--- src/rtl/core/vcsa_pkg.sv ---
package vcsa_pkg;

    // Parameter defaults
    localparam int MAX_TARGETS_DEF = 1024;
    localparam int COORD_BITS_DEF  = 24;

    // Configuration port
    localparam int CFG_IW = 3;
    localparam int CFG_DW = 24;

    localparam logic [CFG_IW-1:0] REG_OBS_X  = 3'd0;
    localparam logic [CFG_IW-1:0] REG_OBS_Y  = 3'd1;
    localparam logic [CFG_IW-1:0] REG_OBS_Z  = 3'd2;
    localparam logic [CFG_IW-1:0] REG_FACE_X = 3'd3;
    localparam logic [CFG_IW-1:0] REG_FACE_Y = 3'd4;
    localparam logic [CFG_IW-1:0] REG_FACE_Z = 3'd5;
    localparam logic [CFG_IW-1:0] REG_CONE   = 3'd6;
    localparam logic [CFG_IW-1:0] REG_RANGE  = 3'd7;

    // Field widths
    localparam int FACE_W  = 24;
    localparam int CONE_W  = 16;
    localparam int RANGE_W = 23;
    localparam int STR_W   = 16;
    localparam int IDX_W   = 10;
    localparam int OUT_TDW = 32;

    // Offset magnitude before the range test (coordinates up to 32 bits)
    localparam int MAG_W = 33;

    // Shift-add multiplier operands and product
    localparam int OP_W   = 24;
    localparam int PROD_W = 2 * OP_W;

    // Serial divider and square root
    localparam int DIVN_W = 64;
    localparam int DIVD_W = 48;
    localparam int QUO_W  = 17;
    localparam int SQ_W   = 48;
    localparam int ROOT_W = SQ_W / 2;

    localparam logic [QUO_W-1:0] ONE_Q15 = 17'd32768;
    localparam logic [QUO_W-1:0] ONE_Q16 = 17'd65536;

endpackage

--- src/rtl/core/vcsa_div.sv ---
module vcsa_div #(
    parameter int NW = vcsa_pkg::DIVN_W,
    parameter int DW = vcsa_pkg::DIVD_W,
    parameter int QW = vcsa_pkg::QUO_W
) (
    input  logic          i_clk,
    input  logic          i_rst_n,
    input  logic          i_start,
    input  logic [NW-1:0] i_num,
    input  logic [DW-1:0] i_den,
    output logic          o_busy,
    output logic [QW-1:0] o_quo,
    output logic          o_ovf
);

    localparam int CW = $clog2(NW + 1);

    logic          r_busy;
    logic [CW-1:0] r_cnt;
    logic [NW-1:0] r_num;
    logic [DW-1:0] r_den;
    logic [DW-1:0] r_rem;
    logic [QW-1:0] r_quo;
    logic          r_ovf;
    logic [DW:0]   w_trial;
    logic          w_ge;

    // One quotient bit per cycle, numerator enters MSB first
    assign w_trial = {r_rem, r_num[NW-1]};
    assign w_ge    = (w_trial >= {1'b0, r_den});

    always_ff @(posedge i_clk) begin
        if (!i_rst_n) begin
            r_busy <= 1'b0;
        end else if (i_start) begin
            r_num  <= i_num;
            r_den  <= i_den;
            r_rem  <= '0;
            r_quo  <= '0;
            r_ovf  <= 1'b0;
            r_cnt  <= '0;
            r_busy <= 1'b1;
        end else if (r_busy) begin
            r_rem <= w_ge ? DW'(w_trial - {1'b0, r_den}) : DW'(w_trial);
            r_num <= {r_num[NW-2:0], 1'b0};
            r_quo <= {r_quo[QW-2:0], w_ge};
            r_ovf <= r_ovf | r_quo[QW-1];
            r_cnt <= r_cnt + 1'b1;
            if (r_cnt == CW'(NW - 1)) begin
                r_busy <= 1'b0;
            end
        end
    end

    assign o_busy = r_busy;
    assign o_quo  = r_quo;
    assign o_ovf  = r_ovf;

endmodule

--- src/rtl/core/vcsa_sqrt.sv ---
module vcsa_sqrt #(
    parameter int XW = vcsa_pkg::SQ_W
) (
    input  logic            i_clk,
    input  logic            i_rst_n,
    input  logic            i_start,
    input  logic [XW-1:0]   i_x,
    output logic            o_busy,
    output logic [XW/2-1:0] o_root
);

    localparam int RW = XW / 2;
    localparam int CW = $clog2(RW + 1);

    logic          r_busy;
    logic [CW-1:0] r_cnt;
    logic [XW-1:0] r_x;
    logic [RW+1:0] r_rem;
    logic [RW-1:0] r_root;
    logic [RW+1:0] w_t;
    logic [RW+1:0] w_trial;
    logic          w_ge;

    // Digit-by-digit root: two radicand bits in, one root bit out per cycle
    assign w_t     = {r_rem[RW-1:0], r_x[XW-1:XW-2]};
    assign w_trial = {r_root, 2'b01};
    assign w_ge    = (w_t >= w_trial);

    always_ff @(posedge i_clk) begin
        if (!i_rst_n) begin
            r_busy <= 1'b0;
        end else if (i_start) begin
            r_x    <= i_x;
            r_rem  <= '0;
            r_root <= '0;
            r_cnt  <= '0;
            r_busy <= 1'b1;
        end else if (r_busy) begin
            r_rem  <= w_ge ? (w_t - w_trial) : w_t;
            r_root <= {r_root[RW-2:0], w_ge};
            r_x    <= {r_x[XW-3:0], 2'b00};
            r_cnt  <= r_cnt + 1'b1;
            if (r_cnt == CW'(RW - 1)) begin
                r_busy <= 1'b0;
            end
        end
    end

    assign o_busy = r_busy;
    assign o_root = r_root;

endmodule

--- src/rtl/core/view_cone_strength_argmax_top.sv ---
// View-cone perception test with strongest-target tracking.
// Config channel (i_cfg_*): index 0..7 selects observer x/y/z, facing x/y/z,
// cone cosine and range; it is always ready. The user must write it only
// while idle; the block does not enforce this. Input stream (s_axis_*):
// one target position per transaction, tlast marks the last target of a
// batch. Output stream (m_axis_*): one result per target with visible,
// strength, best index and best found; tlast echoes the batch end and the
// best fields are final there.
// One target at a time. Units: a 24-bit shift-add product, a 48-bit square
// root, a 64-bit serial quotient. A target ends after the range check when
// an offset axis exceeds the range, after ten products when only the
// distance test fails, after twelve products, two roots and three quotients
// for a full cone test, and in between at the observer, with no facing or
// outside the cone. Results leave through an output register, so the next
// target is taken while a result waits; a stalled receiver holds the block
// only once a second result is ready.
// Reset clears configuration, the batch best state and both handshakes.
module view_cone_strength_argmax_top #(
    parameter int MAX_TARGETS = vcsa_pkg::MAX_TARGETS_DEF,
    parameter int COORD_BITS  = vcsa_pkg::COORD_BITS_DEF,
    localparam int IN_TDW     = ((3 * COORD_BITS + 7) / 8) * 8
) (
    input  logic                        i_clk,
    input  logic                        i_rst_n,
    input  logic                        i_cfg_valid,
    output logic                        o_cfg_ready,
    input  logic [vcsa_pkg::CFG_IW-1:0] i_cfg_index,
    input  logic [vcsa_pkg::CFG_DW-1:0] i_cfg_data,
    input  logic                        s_axis_tvalid,
    output logic                        s_axis_tready,
    // target_x, target_y, target_z, zero pad
    input  logic [IN_TDW-1:0]           s_axis_tdata,
    input  logic                        s_axis_tlast,
    output logic                        m_axis_tvalid,
    input  logic                        m_axis_tready,
    // visible, strength[15:0], best_index[9:0], best_found, zero pad
    output logic [vcsa_pkg::OUT_TDW-1:0] m_axis_tdata,
    output logic                        m_axis_tlast
);

    localparam int CW     = COORD_BITS;
    localparam int SLOT_W = $clog2(MAX_TARGETS);
    localparam int CNT_W  = $clog2(MAX_TARGETS + 1);
    localparam int MAG_W  = vcsa_pkg::MAG_W;
    localparam int OP_W   = vcsa_pkg::OP_W;
    localparam int PROD_W = vcsa_pkg::PROD_W;
    localparam int QUO_W  = vcsa_pkg::QUO_W;
    localparam int RNG_W  = vcsa_pkg::RANGE_W;
    localparam int STR_W  = vcsa_pkg::STR_W;
    localparam int MCNT_W = $clog2(OP_W);

    localparam logic [3:0] S_IDLE = 4'd0;
    localparam logic [3:0] S_MUL  = 4'd1;
    localparam logic [3:0] S_SQD  = 4'd2;
    localparam logic [3:0] S_SQF  = 4'd3;
    localparam logic [3:0] S_MULD = 4'd4;
    localparam logic [3:0] S_DIVC = 4'd5;
    localparam logic [3:0] S_DIVA = 4'd6;
    localparam logic [3:0] S_DIVR = 4'd7;
    localparam logic [3:0] S_MULS = 4'd8;
    localparam logic [3:0] S_DONE = 4'd9;

    // Configuration registers
    logic [vcsa_pkg::CFG_DW-1:0] r_obs [3];
    logic [vcsa_pkg::FACE_W-1:0] r_fac [3];
    logic [vcsa_pkg::CONE_W-1:0] r_cone;
    logic [RNG_W-1:0]            r_range;

    // Sequencer and datapath
    logic [3:0]              r_state;
    logic                    r_run;
    logic [3:0]              r_k;
    logic                    r_last;
    logic [OP_W-1:0]         r_tmag [3];
    logic                    r_tneg [3];
    logic [PROD_W-1:0]       r_d2;
    logic [PROD_W-1:0]       r_f2;
    logic signed [PROD_W:0]  r_dot;
    logic [OP_W-1:0]         r_d;
    logic [PROD_W-1:0]       r_den;
    logic [QUO_W-1:0]        r_cdiff;
    logic [QUO_W-1:0]        r_cden;
    logic [QUO_W-1:0]        r_angle;
    logic [QUO_W-1:0]        r_dist;
    logic                    r_vis;
    logic [STR_W-1:0]        r_str;

    // Batch best state
    logic [STR_W-1:0]  r_best_lvl;
    logic [SLOT_W-1:0] r_best_slot;
    logic              r_any;
    logic [CNT_W-1:0]  r_cnt;

    // Output register
    logic                         r_ovalid;
    logic [vcsa_pkg::OUT_TDW-1:0] r_odata;
    logic                         r_olast;

    // Multiplier
    logic              r_mbusy;
    logic [MCNT_W-1:0] r_mcnt;
    logic [OP_W-1:0]   r_ma;
    logic [OP_W-1:0]   r_mb;
    logic [PROD_W-1:0] r_mp;
    logic [OP_W:0]     w_msum;
    logic [OP_W-1:0]   w_ma;
    logic [OP_W-1:0]   w_mb;
    logic              w_psign;
    logic              w_mgo;

    logic signed [MAG_W-1:0] w_to   [3];
    logic [MAG_W-1:0]        w_tmag [3];
    logic [OP_W-1:0]         w_fmag [3];
    logic                    w_inr;

    logic                          w_sgo;
    logic                          w_sbusy;
    logic [vcsa_pkg::ROOT_W-1:0]   w_root;
    logic                          w_dgo;
    logic                          w_dbusy;
    logic [vcsa_pkg::DIVN_W-1:0]   w_num;
    logic [vcsa_pkg::DIVD_W-1:0]   w_dden;
    logic [QUO_W-1:0]              w_quo;
    logic                          w_ovf;

    logic [PROD_W-1:0]       w_dotmag;
    logic [QUO_W-1:0]        w_qcos;
    logic signed [QUO_W:0]   w_cosv;
    logic signed [QUO_W:0]   w_cc;
    logic [PROD_W-1:0]       w_sprod;
    logic                    w_ofree;
    logic                    w_done;

    logic [STR_W-1:0]  n_best_lvl;
    logic [SLOT_W-1:0] n_best_slot;
    logic              n_any;
    logic [CNT_W-1:0]  n_cnt;

    // Config writes
    assign o_cfg_ready = 1'b1;

    always_ff @(posedge i_clk) begin
        if (!i_rst_n) begin
            r_obs   <= '{default: '0};
            r_fac   <= '{default: '0};
            r_cone  <= '0;
            r_range <= '0;
        end else if (i_cfg_valid) begin
            case (i_cfg_index)
                vcsa_pkg::REG_OBS_X:  r_obs[0] <= i_cfg_data;
                vcsa_pkg::REG_OBS_Y:  r_obs[1] <= i_cfg_data;
                vcsa_pkg::REG_OBS_Z:  r_obs[2] <= i_cfg_data;
                vcsa_pkg::REG_FACE_X: r_fac[0] <= i_cfg_data;
                vcsa_pkg::REG_FACE_Y: r_fac[1] <= i_cfg_data;
                vcsa_pkg::REG_FACE_Z: r_fac[2] <= i_cfg_data;
                vcsa_pkg::REG_CONE:   r_cone   <= i_cfg_data[vcsa_pkg::CONE_W-1:0];
                vcsa_pkg::REG_RANGE:  r_range  <= i_cfg_data[RNG_W-1:0];
                default: ;
            endcase
        end
    end

    // Offsets and per-axis range test on the incoming target
    always_comb begin
        w_inr = 1'b1;
        for (int i = 0; i < 3; i++) begin
            w_to[i] = MAG_W'(signed'(s_axis_tdata[i*CW +: CW]))
                    - MAG_W'(signed'(CW'(r_obs[i])));
            w_tmag[i] = w_to[i][MAG_W-1] ? MAG_W'(-w_to[i]) : MAG_W'(w_to[i]);
            if (w_tmag[i] > MAG_W'(r_range)) begin
                w_inr = 1'b0;
            end
            w_fmag[i] = r_fac[i][OP_W-1] ? (~r_fac[i] + 1'b1) : r_fac[i];
        end
    end

    // Multiplier operand select
    always_comb begin
        w_ma    = '0;
        w_mb    = '0;
        w_psign = 1'b0;
        case (r_state)
            S_MUL: begin
                case (r_k)
                    4'd0: begin w_ma = r_tmag[0]; w_mb = r_tmag[0]; end
                    4'd1: begin w_ma = r_tmag[1]; w_mb = r_tmag[1]; end
                    4'd2: begin w_ma = r_tmag[2]; w_mb = r_tmag[2]; end
                    4'd3: begin w_ma = w_fmag[0]; w_mb = w_fmag[0]; end
                    4'd4: begin w_ma = w_fmag[1]; w_mb = w_fmag[1]; end
                    4'd5: begin w_ma = w_fmag[2]; w_mb = w_fmag[2]; end
                    4'd6: begin
                        w_ma = w_fmag[0]; w_mb = r_tmag[0];
                        w_psign = r_fac[0][OP_W-1] ^ r_tneg[0];
                    end
                    4'd7: begin
                        w_ma = w_fmag[1]; w_mb = r_tmag[1];
                        w_psign = r_fac[1][OP_W-1] ^ r_tneg[1];
                    end
                    4'd8: begin
                        w_ma = w_fmag[2]; w_mb = r_tmag[2];
                        w_psign = r_fac[2][OP_W-1] ^ r_tneg[2];
                    end
                    default: begin w_ma = OP_W'(r_range); w_mb = OP_W'(r_range); end
                endcase
            end
            S_MULD: begin
                w_ma = OP_W'(w_root);
                w_mb = r_d;
            end
            S_MULS: begin
                w_ma = OP_W'(r_dist);
                w_mb = OP_W'(r_angle);
            end
            default: ;
        endcase
    end

    assign w_mgo = !r_run && (r_state == S_MUL || r_state == S_MULD || r_state == S_MULS);
    assign w_sgo = !r_run && (r_state == S_SQD || r_state == S_SQF);
    assign w_dgo = !r_run && (r_state == S_DIVC || r_state == S_DIVA || r_state == S_DIVR);

    // Shift-add multiplier, one multiplier bit per cycle
    assign w_msum = (OP_W+1)'(r_mp[PROD_W-1:OP_W]) + (r_mb[0] ? (OP_W+1)'(r_ma) : '0);

    always_ff @(posedge i_clk) begin
        if (!i_rst_n) begin
            r_mbusy <= 1'b0;
        end else if (w_mgo) begin
            r_ma    <= w_ma;
            r_mb    <= w_mb;
            r_mp    <= '0;
            r_mcnt  <= '0;
            r_mbusy <= 1'b1;
        end else if (r_mbusy) begin
            r_mp   <= {w_msum, r_mp[OP_W-1:1]};
            r_mb   <= r_mb >> 1;
            r_mcnt <= r_mcnt + 1'b1;
            if (r_mcnt == MCNT_W'(OP_W - 1)) begin
                r_mbusy <= 1'b0;
            end
        end
    end

    // Square root and divider units
    vcsa_sqrt #(
        .XW (vcsa_pkg::SQ_W)
    ) u_sqrt (
        .i_clk   (i_clk),
        .i_rst_n (i_rst_n),
        .i_start (w_sgo),
        .i_x     ((r_state == S_SQD) ? r_d2 : r_f2),
        .o_busy  (w_sbusy),
        .o_root  (w_root)
    );

    assign w_dotmag = r_dot[PROD_W] ? PROD_W'(-r_dot) : PROD_W'(r_dot);

    always_comb begin
        case (r_state)
            S_DIVC: begin
                w_num  = vcsa_pkg::DIVN_W'({w_dotmag, 15'd0});
                w_dden = r_den;
            end
            S_DIVA: begin
                w_num  = vcsa_pkg::DIVN_W'({r_cdiff, 16'd0});
                w_dden = vcsa_pkg::DIVD_W'(r_cden);
            end
            default: begin
                w_num  = vcsa_pkg::DIVN_W'({RNG_W'(r_range - r_d[RNG_W-1:0]), 16'd0});
                w_dden = vcsa_pkg::DIVD_W'(r_range);
            end
        endcase
    end

    vcsa_div #(
        .NW (vcsa_pkg::DIVN_W),
        .DW (vcsa_pkg::DIVD_W),
        .QW (QUO_W)
    ) u_div (
        .i_clk   (i_clk),
        .i_rst_n (i_rst_n),
        .i_start (w_dgo),
        .i_num   (w_num),
        .i_den   (w_dden),
        .o_busy  (w_dbusy),
        .o_quo   (w_quo),
        .o_ovf   (w_ovf)
    );

    // Cosine from the first quotient, clamped to 1.0
    assign w_qcos  = (w_ovf || w_quo > vcsa_pkg::ONE_Q15) ? vcsa_pkg::ONE_Q15 : w_quo;
    assign w_cosv  = r_dot[PROD_W] ? -signed'({1'b0, w_qcos}) : signed'({1'b0, w_qcos});
    assign w_cc    = (QUO_W+1)'(signed'(r_cone));
    assign w_sprod = r_mp >> 16;

    // Unit finished in this state
    always_comb begin
        case (r_state)
            S_MUL, S_MULD, S_MULS: w_done = r_run && !r_mbusy;
            S_SQD, S_SQF:          w_done = r_run && !w_sbusy;
            S_DIVC, S_DIVA, S_DIVR: w_done = r_run && !w_dbusy;
            default:               w_done = 1'b0;
        endcase
    end

    // Batch best update for the finished target
    always_comb begin
        n_best_lvl  = r_best_lvl;
        n_best_slot = r_best_slot;
        n_any       = r_any;
        n_cnt       = r_cnt;
        if (r_cnt < CNT_W'(MAX_TARGETS)) begin
            if (r_str > r_best_lvl) begin
                n_best_lvl  = r_str;
                n_best_slot = SLOT_W'(r_cnt);
                n_any       = 1'b1;
            end
            n_cnt = r_cnt + 1'b1;
        end
    end

    assign w_ofree = !r_ovalid || m_axis_tready;

    // Sequencer
    always_ff @(posedge i_clk) begin
        if (!i_rst_n) begin
            r_state     <= S_IDLE;
            r_run       <= 1'b0;
            r_ovalid    <= 1'b0;
            r_best_lvl  <= '0;
            r_best_slot <= '0;
            r_any       <= 1'b0;
            r_cnt       <= '0;
        end else begin
            // S_DONE reloads the output register itself
            if (r_ovalid && m_axis_tready && r_state != S_DONE) begin
                r_ovalid <= 1'b0;
            end
            if (w_mgo || w_sgo || w_dgo) begin
                r_run <= 1'b1;
            end else if (w_done) begin
                r_run <= 1'b0;
            end
            case (r_state)
                S_IDLE: begin
                    if (s_axis_tvalid) begin
                        for (int i = 0; i < 3; i++) begin
                            r_tmag[i] <= OP_W'(w_tmag[i]);
                            r_tneg[i] <= w_to[i][MAG_W-1];
                        end
                        r_last  <= s_axis_tlast;
                        r_d2    <= '0;
                        r_f2    <= '0;
                        r_dot   <= '0;
                        r_k     <= '0;
                        r_vis   <= 1'b0;
                        r_str   <= '0;
                        r_state <= w_inr ? S_MUL : S_DONE;
                    end
                end
                S_MUL: begin
                    if (w_done) begin
                        if (r_k < 4'd3) begin
                            r_d2 <= r_d2 + r_mp;
                        end else if (r_k < 4'd6) begin
                            r_f2 <= r_f2 + r_mp;
                        end else if (r_k < 4'd9) begin
                            r_dot <= w_psign ? r_dot - signed'({1'b0, r_mp})
                                             : r_dot + signed'({1'b0, r_mp});
                        end
                        r_k <= r_k + 1'b1;
                        if (r_k == 4'd9) begin
                            r_state <= (r_d2 > r_mp) ? S_DONE : S_SQD;
                        end
                    end
                end
                S_SQD: begin
                    if (w_done) begin
                        r_d <= OP_W'(w_root);
                        if (w_root == '0) begin
                            r_vis   <= 1'b1;
                            r_str   <= (r_range != '0) ? '1 : '0;
                            r_state <= S_DONE;
                        end else if (r_f2 == '0) begin
                            r_vis   <= 1'b1;
                            r_angle <= vcsa_pkg::ONE_Q16;
                            r_state <= S_DIVR;
                        end else begin
                            r_state <= S_SQF;
                        end
                    end
                end
                S_SQF: begin
                    if (w_done) begin
                        r_state <= S_MULD;
                    end
                end
                S_MULD: begin
                    if (w_done) begin
                        r_den   <= r_mp;
                        r_state <= S_DIVC;
                    end
                end
                S_DIVC: begin
                    if (w_done) begin
                        if (w_cosv < w_cc) begin
                            r_state <= S_DONE;
                        end else begin
                            r_cdiff <= QUO_W'(w_cosv - w_cc);
                            r_cden  <= QUO_W'(signed'({1'b0, vcsa_pkg::ONE_Q15}) - w_cc);
                            r_state <= S_DIVA;
                        end
                    end
                end
                S_DIVA: begin
                    if (w_done) begin
                        r_angle <= (w_ovf || w_quo > vcsa_pkg::ONE_Q16)
                                   ? vcsa_pkg::ONE_Q16 : w_quo;
                        r_vis   <= 1'b1;
                        r_state <= S_DIVR;
                    end
                end
                S_DIVR: begin
                    if (w_done) begin
                        r_dist  <= (w_ovf || w_quo > vcsa_pkg::ONE_Q16)
                                   ? vcsa_pkg::ONE_Q16 : w_quo;
                        r_state <= S_MULS;
                    end
                end
                S_MULS: begin
                    if (w_done) begin
                        r_str   <= (w_sprod > PROD_W'(16'hFFFF)) ? '1 : STR_W'(w_sprod);
                        r_state <= S_DONE;
                    end
                end
                S_DONE: begin
                    if (w_ofree) begin
                        r_ovalid <= 1'b1;
                        r_olast  <= r_last;
                        r_odata  <= vcsa_pkg::OUT_TDW'({
                            n_any,
                            n_any ? vcsa_pkg::IDX_W'(n_best_slot) : vcsa_pkg::IDX_W'(0),
                            r_str,
                            r_vis});
                        if (r_last) begin
                            r_best_lvl  <= '0;
                            r_best_slot <= '0;
                            r_any       <= 1'b0;
                            r_cnt       <= '0;
                        end else begin
                            r_best_lvl  <= n_best_lvl;
                            r_best_slot <= n_best_slot;
                            r_any       <= n_any;
                            r_cnt       <= n_cnt;
                        end
                        r_state <= S_IDLE;
                    end
                end
                default: r_state <= S_IDLE;
            endcase
        end
    end

    assign s_axis_tready = (r_state == S_IDLE);
    assign m_axis_tvalid = r_ovalid;
    assign m_axis_tdata  = r_odata;
    assign m_axis_tlast  = r_olast;

endmodule
--- config.mk ---
export PLATFORM = sky130hd
export DESIGN_NAME = view_cone_strength_argmax_top
export DESIGN_NICKNAME = d
export VERILOG_FILES = /design/src/rtl/core/vcsa_pkg.sv /design/src/rtl/core/vcsa_div.sv /design/src/rtl/core/vcsa_sqrt.sv /design/src/rtl/core/view_cone_strength_argmax_top.sv
export SDC_FILE = /design/constraint.sdc
export NUM_CORES = 2
export LEC_CHECK = 0
export BUFFER_PORTS_ARGS = -buffer_cell sky130_fd_sc_hd__clkbuf_2
export CAP_MARGIN = 20
export CORE_MARGIN = 4
export CORE_UTILIZATION = 40
export DETAILED_ROUTE_END_ITERATION = 8
export PLACE_DENSITY = 0.65
export SETUP_SLACK_MARGIN = 0.1
export SYNTH_ARGS = -nofsm -noshare
export SYNTH_HDL_FRONTEND = slang
export SYNTH_HIERARCHICAL = 1
export SYNTH_SLANG_ARGS = --single-unit
--- constraint.sdc ---
create_clock -name i_clk -period 10.3 [get_ports i_clk]
set_input_delay 2.575 -clock i_clk [delete_from_list [all_inputs] [get_ports i_clk]]
set_output_delay 2.575 -clock i_clk [all_outputs]
set_load 0.05 [all_outputs]
; ---- Word-level counts from Yosys, hierarchy flattened
; Memories as Yosys holds them, arrays and structs flattened.
; Cells that the tools add are included.
[word_totals]
regBits = 953
ram_bits = 75
input_bits = 105
output_inout_bits = 36
word_cells = 349
mem_count = 2
[classes]
addsub = 26
magnitude_cmp = 15
eq_ne = 49
muxes = 123
bitwise = 8
reduce_logical = 78
[mem_list]
columns = memory, depth, width, rd, rd_ports_with_merged_regs, wr, line
row1 = r_tmag, 3, 24, 3, 0, 3, view_cone_strength_argmax_top.sv:74  ; logic [OP_W-1:0] r_tmag [3];
row2 = r_tneg, 3, 1, 3, 0, 3, view_cone_strength_argmax_top.sv:75  ; logic r_tneg [3];
[ops]
columns = op, count
row1 = 48-bit 2-to-1 mux, 13
row2 = 49-bit 2-to-1 mux, 6
row3 = 24-bit one-hot mux with 6 select lines, 2
row4 = 48-bit one-hot mux with 2 select lines, 3
row5 = 24-bit 2-to-1 mux, 9
row6 = 16-bit 2-to-1 mux, 9
row7 = 24-bit one-hot mux with 3 select lines, 2
row8 = 64-bit 2-to-1 mux, 2
row9 = 63-bit one-hot mux with 2 select lines, 1
row10 = 17-bit 2-to-1 mux, 7
row11 = 33-bit by 23-bit greater-than comparator with 1-bit output, 3
row12 = 33-bit 2-to-1 mux, 3
row13 = 25-bit negation with 33-bit output, 3
row14 = 49-bit one-hot mux with 2 select lines, 1
row15 = 48-bit adder, 2
row16 = 24-bit by 24-bit subtractor with 25-bit output, 3
row17 = "24-bit by 1-bit adder with 24-bit output, second input constant", 3
row18 = 24-bit inverter, 3
row19 = 4-bit 2-to-1 mux, 17
row20 = 49-bit adder, 1
row21 = 49-bit by 48-bit greater-or-equal comparator with 1-bit output, 1
row22 = 49-bit subtractor, 1
row23 = 48-bit greater-than comparator, 1
row24 = 48-bit zero test, 1
row25 = 68 further kinds, 202

; ---- Longest topological paths before layout
[depth]
word_depth = 10
mapped_depth = 29
ltp_nobuf = 28

; ---- By module
; The synthesis kept the hierarchy.
[modules_own_cells]
columns = mod, n_inst, cells_each, area_each_um2, seq_area_each_um2
row1 = view_cone_strength_argmax_top, 1, 5982, 52882.0, 19939.1
row2 = vcsa_div, 1, 930, 10655.2, 5575.3
row3 = vcsa_sqrt, 1, 504, 5820.6, 3052.9

; ---- Worst setup path before layout
; No wires, ideal clock.
[synth_timing]
kind = register to register
startpoint = register u_div.r_quo[2] (netlist: u_div/o_quo[2])
endpoint = register r_cden[0] (enable)
setup_ns = 0.468
arrival_time_ns = 7.111
required_time_ns = 9.832
setup_slack_ns = 2.721
path_stages_with_launch = 24
n_path_buf = 1
synth_period_minus_slack_ns = 7.579
path_cell_list = edfxtp_1 or4_1 or3_1 nor3_1 nand2_1 or3_1 clkbuf_1 a21oi_2 nand2_1 ha_1 nor2b_1 nor2_1 a41o_1 a21oi_1 ha_1 inv_1 o21ai_0 o311ai_0 nand3_1 nand3_1 o21ai_0 or2_2 o31ai_1 nor3_1
[synth_via]
elab_chain_len = 8
[synth_rtl]
columns = item, line
row1 = start: declaration, vcsa_div.sv:23  ; logic [QW-1:0] r_quo;
row2 = start signal: assignment, vcsa_div.sv:46  ; r_quo <= {r_quo[QW-2:0], w_ge};
row3 = 17-bit by 16-bit greater-than comparator with 1-bit output, view_cone_strength_argmax_top.sv:291  ; assign w_qcos = (w_ovf || w_quo > vcsa_pkg::ONE_Q15) ? vcsa_pkg::ONE_Q15 : w_quo;
row4 = 1-bit logical OR, view_cone_strength_argmax_top.sv:291
row5 = 17-bit 2-to-1 mux (*), view_cone_strength_argmax_top.sv:291
row6 = 17-bit negation with 18-bit output, view_cone_strength_argmax_top.sv:292  ; assign w_cosv = r_dot[PROD_W] ? -signed'({1'b0, w_qcos}) : signed'({1'b0, w_qcos});
row7 = 18-bit 2-to-1 mux (*), view_cone_strength_argmax_top.sv:292
row8 = 18-bit by 16-bit < comparator with 1-bit output (*), view_cone_strength_argmax_top.sv:406  ; if (w_cosv < w_cc) begin
row9 = 1-bit inverter (no line) (*), --
row10 = 4-bit AND reduction (no line) (*), --
row11 = end signal: assignment, view_cone_strength_argmax_top.sv:410  ; r_cden <= QUO_W'(signed'({1'b0, vcsa_pkg::ONE_Q15}) - w_cc);
row12 = end: declaration, view_cone_strength_argmax_top.sv:82  ; logic [QUO_W-1:0] r_cden;
; Every way passes the cells marked *; elsewhere a longest branch is shown, timed or not.
; A chain may end at the register's enable or synchronous reset.

==> qor.csv <==
stage,metric,value,unit
synth,synth_ff_type,edfxtp_1,
final_layout,syn_to_final_growth,9.83,%
synth,synth_commonest_cells,"edfxtp_1 (798), nand2_1 (743), nor2_1 (664)",
final_layout,drive_gt1_share,9.30,%
synth,synth_area_per_cell,9.35,um^2
critical_path,critPathLaunch,s_axis_tdata[24],
synth,syn_area,69400,um^2
synth,netlist.area_leader.share,34.5,%
min_path,holdPathStages,2,
critical_path,cp_data_required_time,10910,ps
synth,synth_edf_count,798,
floorplanning,die_y,424,um
sta,setup_tns,0,ps
power,peakVddDrop,0.192,mV
critical_path,critical_path_class,primary input to flip-flop,
critical_path,worst-path-buf-inv,3,
floorplanning,rows,152,
drt,remaining_drc_errors,0,
synth,ys_seq_area_share,41.2,%
synth,synth_compound_area_share,18.7,%
synth,synthTopCellsByArea,"edfxtp_1 (35%), ha_1 (9.1%), dfxtp_1 (6.6%)",
synth,synth_seq_cells,1028,
critical_path,cp.depth,27,
sta,report.final.slew_viol_count,0,
drt,maxUsedRoutingLayer,met5,
sta,hold_viol,0,
synth,synth.most_common_cell,edfxtp_1,
clock_tree,cts_resized,0,
synth,synth_cells,7416,
final_layout,instances_no_fill,9834,
clock_tree,cts.clk_slew.worst_paths,60,ps
drt,drtAntennaViolNets,0,
min_path,hold_class,flip-flop to flip-flop,
clock_tree,cts.path.max_buffers,3,
sta,clock_skew,28.1,ps
critical_path,r2r-start,u_div/o_quo[3],
flow_run,cap_violations,0,
sta,rsz0062_at_grt,no,
critical_path,timing.rr.end,r_state[3],
sta,max_freq,0.127,GHz
placed_design,place_area,72300,um^2
placed_design,place_inst,9614,
critical_path,start_kind,primary input,
synth,synth_top_family_by_area,compound AO/OA/AOI/OAI gates,
global_routing,grt_overflow,0,
sta,relSlewSlack,13.6,%
synth,yosys_warnings,6,
run_status,status,"complete, no violations",
min_path,min-delay-start,r_obs[31],
clock_tree,cts_setup_buffers,0,
power,p_leak,28.3,nW
final_layout,fin_nets,8042,
placed_design,dp_hpwl,169000,um
clock_tree,cts-root-buf,clkbuf_16,
synth,synth_async_sr_flop_share,0,%
critical_path,r2r_cells,22,
clock_tree,htree_levels,3,
synth,yosysTopAreaCell,edfxtp_1,
sta,worstMarginPinSlew,1260,ps
global_routing,antenna_found_initial,8,
synth,synth-simple-area-share,16.1,%
synth,synthMuxAreaShare,3.27,%
clock_tree,clk_latency,750,ps
clock_tree,cts_buffers,113,
drt,first_pass_iters,9,
critical_path,path_delay_family,compound AO/OA/AOI/OAI gates,
placed_design,gp_congestion,0.990,
global_routing,grt_pass1_vias,55000,
clock_tree,cts_hold_buf,0,
floorplanning,start_util,40.3,%
drt,wl_per_cell,23.4,um
drt,met2_length,106000,um
drt,viasPerCell,5.90,
global_routing,grt_usage,24.6,%
power,p_per_area,251,nW/um^2
critical_path,crit_slowest_cell,o311ai_0,
sta,fin_crit_sh,76.7,%
critical_path,reg2reg_setup_slack,2490,ps
global_routing,grt_start_max_net_pins,140,
clock_tree,cts_tree,yes,
synth,synth_xor_xnor_area_share,6.72,%
drt,met3_length,17300,um
synth,synthDistinctLibCells,126,
floorplanning,die_w,424,um
min_path,hold_end,r_obs[31],
floorplanning,io-pin-count,141,
clock_tree,cts.sinks,1028,
drt,via_count,58000,
final_layout,postLayoutCellArea,76200,um^2
critical_path,path_max_fanout,17,
critical_path,crit_path_end_kind,flip-flop,
sta,setup_violations,0,
placed_design,io_buffer_count,135,
synth,synthAdderAreaFrac,9.36,%
critical_path,critPathMaxStageDelay,520,ps
floorplanning,core_area,172000,um^2
drt,wl,230000,um
drt,met1_length,91100,um
drt,drt_iter0_drc,6076,
sta,min_period,7900,ps
global_routing,grt_pass1_wl,340000,um
critical_path,arrival,8510,ps
floorplanning,die_area,180000,um^2
sequential cells by signal, indices dropped and copies added (netlist names), 28 cells and up:
register,flops
u_sqrt/r_x,48
r_obs,72
r_dot,49
r_f2,48
r_d2,48
u_div/r_den,48
m_axis_tdata,28
r_mp,48
r_den,48
u_div/r_rem,48
r_fac,72
u_div/r_num,64
r_tmag,72
tightest hold or removal path: cells and delay by family, from the launching register on:
kind | cells | cell delay (ps)
AND/OR/NAND/NOR | 1 | 50
flip-flops | 1 | 310
AO/OA/AOI/OAI | 1 | 50
area by class of cell:
class	count	area, um^2
multi-input cells	5602	37800
repair buffers	218	1360
fillers	16600	95700
flip-flops and latches	1028	28600
inverters	461	1740
clock inverters	80	832
diodes	4	10.0
well taps	2310	2890
clock buffers	131	2940
per-stage QoR:
| stage | hold slack (ps) | utilization, % | power (mW) | setup slack [ps] |
|---|---|---|---|---|
| final | 454 | 44.3 | 19.1 | 2400 |
| after global routing | 476 | 44.3 | 20.2 | 1820 |
| after CTS | 455 | 44.3 | 19.0 | 2480 |
| after detailed placement | 447 | 42.1 | 14.8 | 1720 |
| after global placement | 441 | 42.1 | 14.7 | 1850 |
| after floorplan | 400 | - | 12.3 | 2720 |
per-layer routing:
metal / global-route usage [%] / up-vias
li1: - / 27100
met1: 30.4 / 27900
met2: 40.5 / 2381
met3: 4.36 / 609
met4: 13.8 / 6
met5: 0 / -
cell usage in the layout (no fill, tap or decap), drive strengths merged, types with 27 or more instances in the layout:
master and instances:
edfxtp 798, nand2 743, nor2 664, a21oi 608, ha 503, inv 463
o21ai 420, xnor2 297, clkbuf 267, xor2 235, dfxtp 230, mux2 157
a21o 152, nor3 140, nand3 138, and2 109, nor2b 97, nand4 88
buf 82, o31ai 81, nor4 70, nand2b 70, a31oi 67, a22oi 65
and3 64, o21a 64, a211oi 56, clkinv 51, mux2i 50, o21bai 48
or3 46, o211ai 42, a222oi 41, o22ai 37, o41ai 34, or4 31
a221oi 27
cell families after synthesis:
group / after synthesis
AOI/OAI and AO/OA: 1972
xor gates and xnor gates: 532
adders and majority gates: 513
buffers and inverters: 805
DFF: 1028
muxes: 207
other: 2
and+or+nand+nor: 2357
how the worst max path moves through the flow:
stage	endpoint	slack, ps
6_report	r_state[3]	2400
5_1_grt	r_state[3]	1820
4_1_cts	r_state[3]	2480
3_5_place_dp	r_state[3]	1720
3_3_place_gp	r_state[3]	1850
2_1_floorplan	r_cden[0]	2720
where the power goes:
| part | internal (mW) | total (mW) | switching [mW] | leakage [nW] |
|---|---|---|---|---|
| Clock | 2.38 | 4.19 | 1.81 | 1.81 |
| Combinational | 3.23 | 8.49 | 5.25 | 17.2 |
| Sequential | 5.54 | 6.44 | 0.903 | 9.30 |
(Power assumes the default switching activity.)
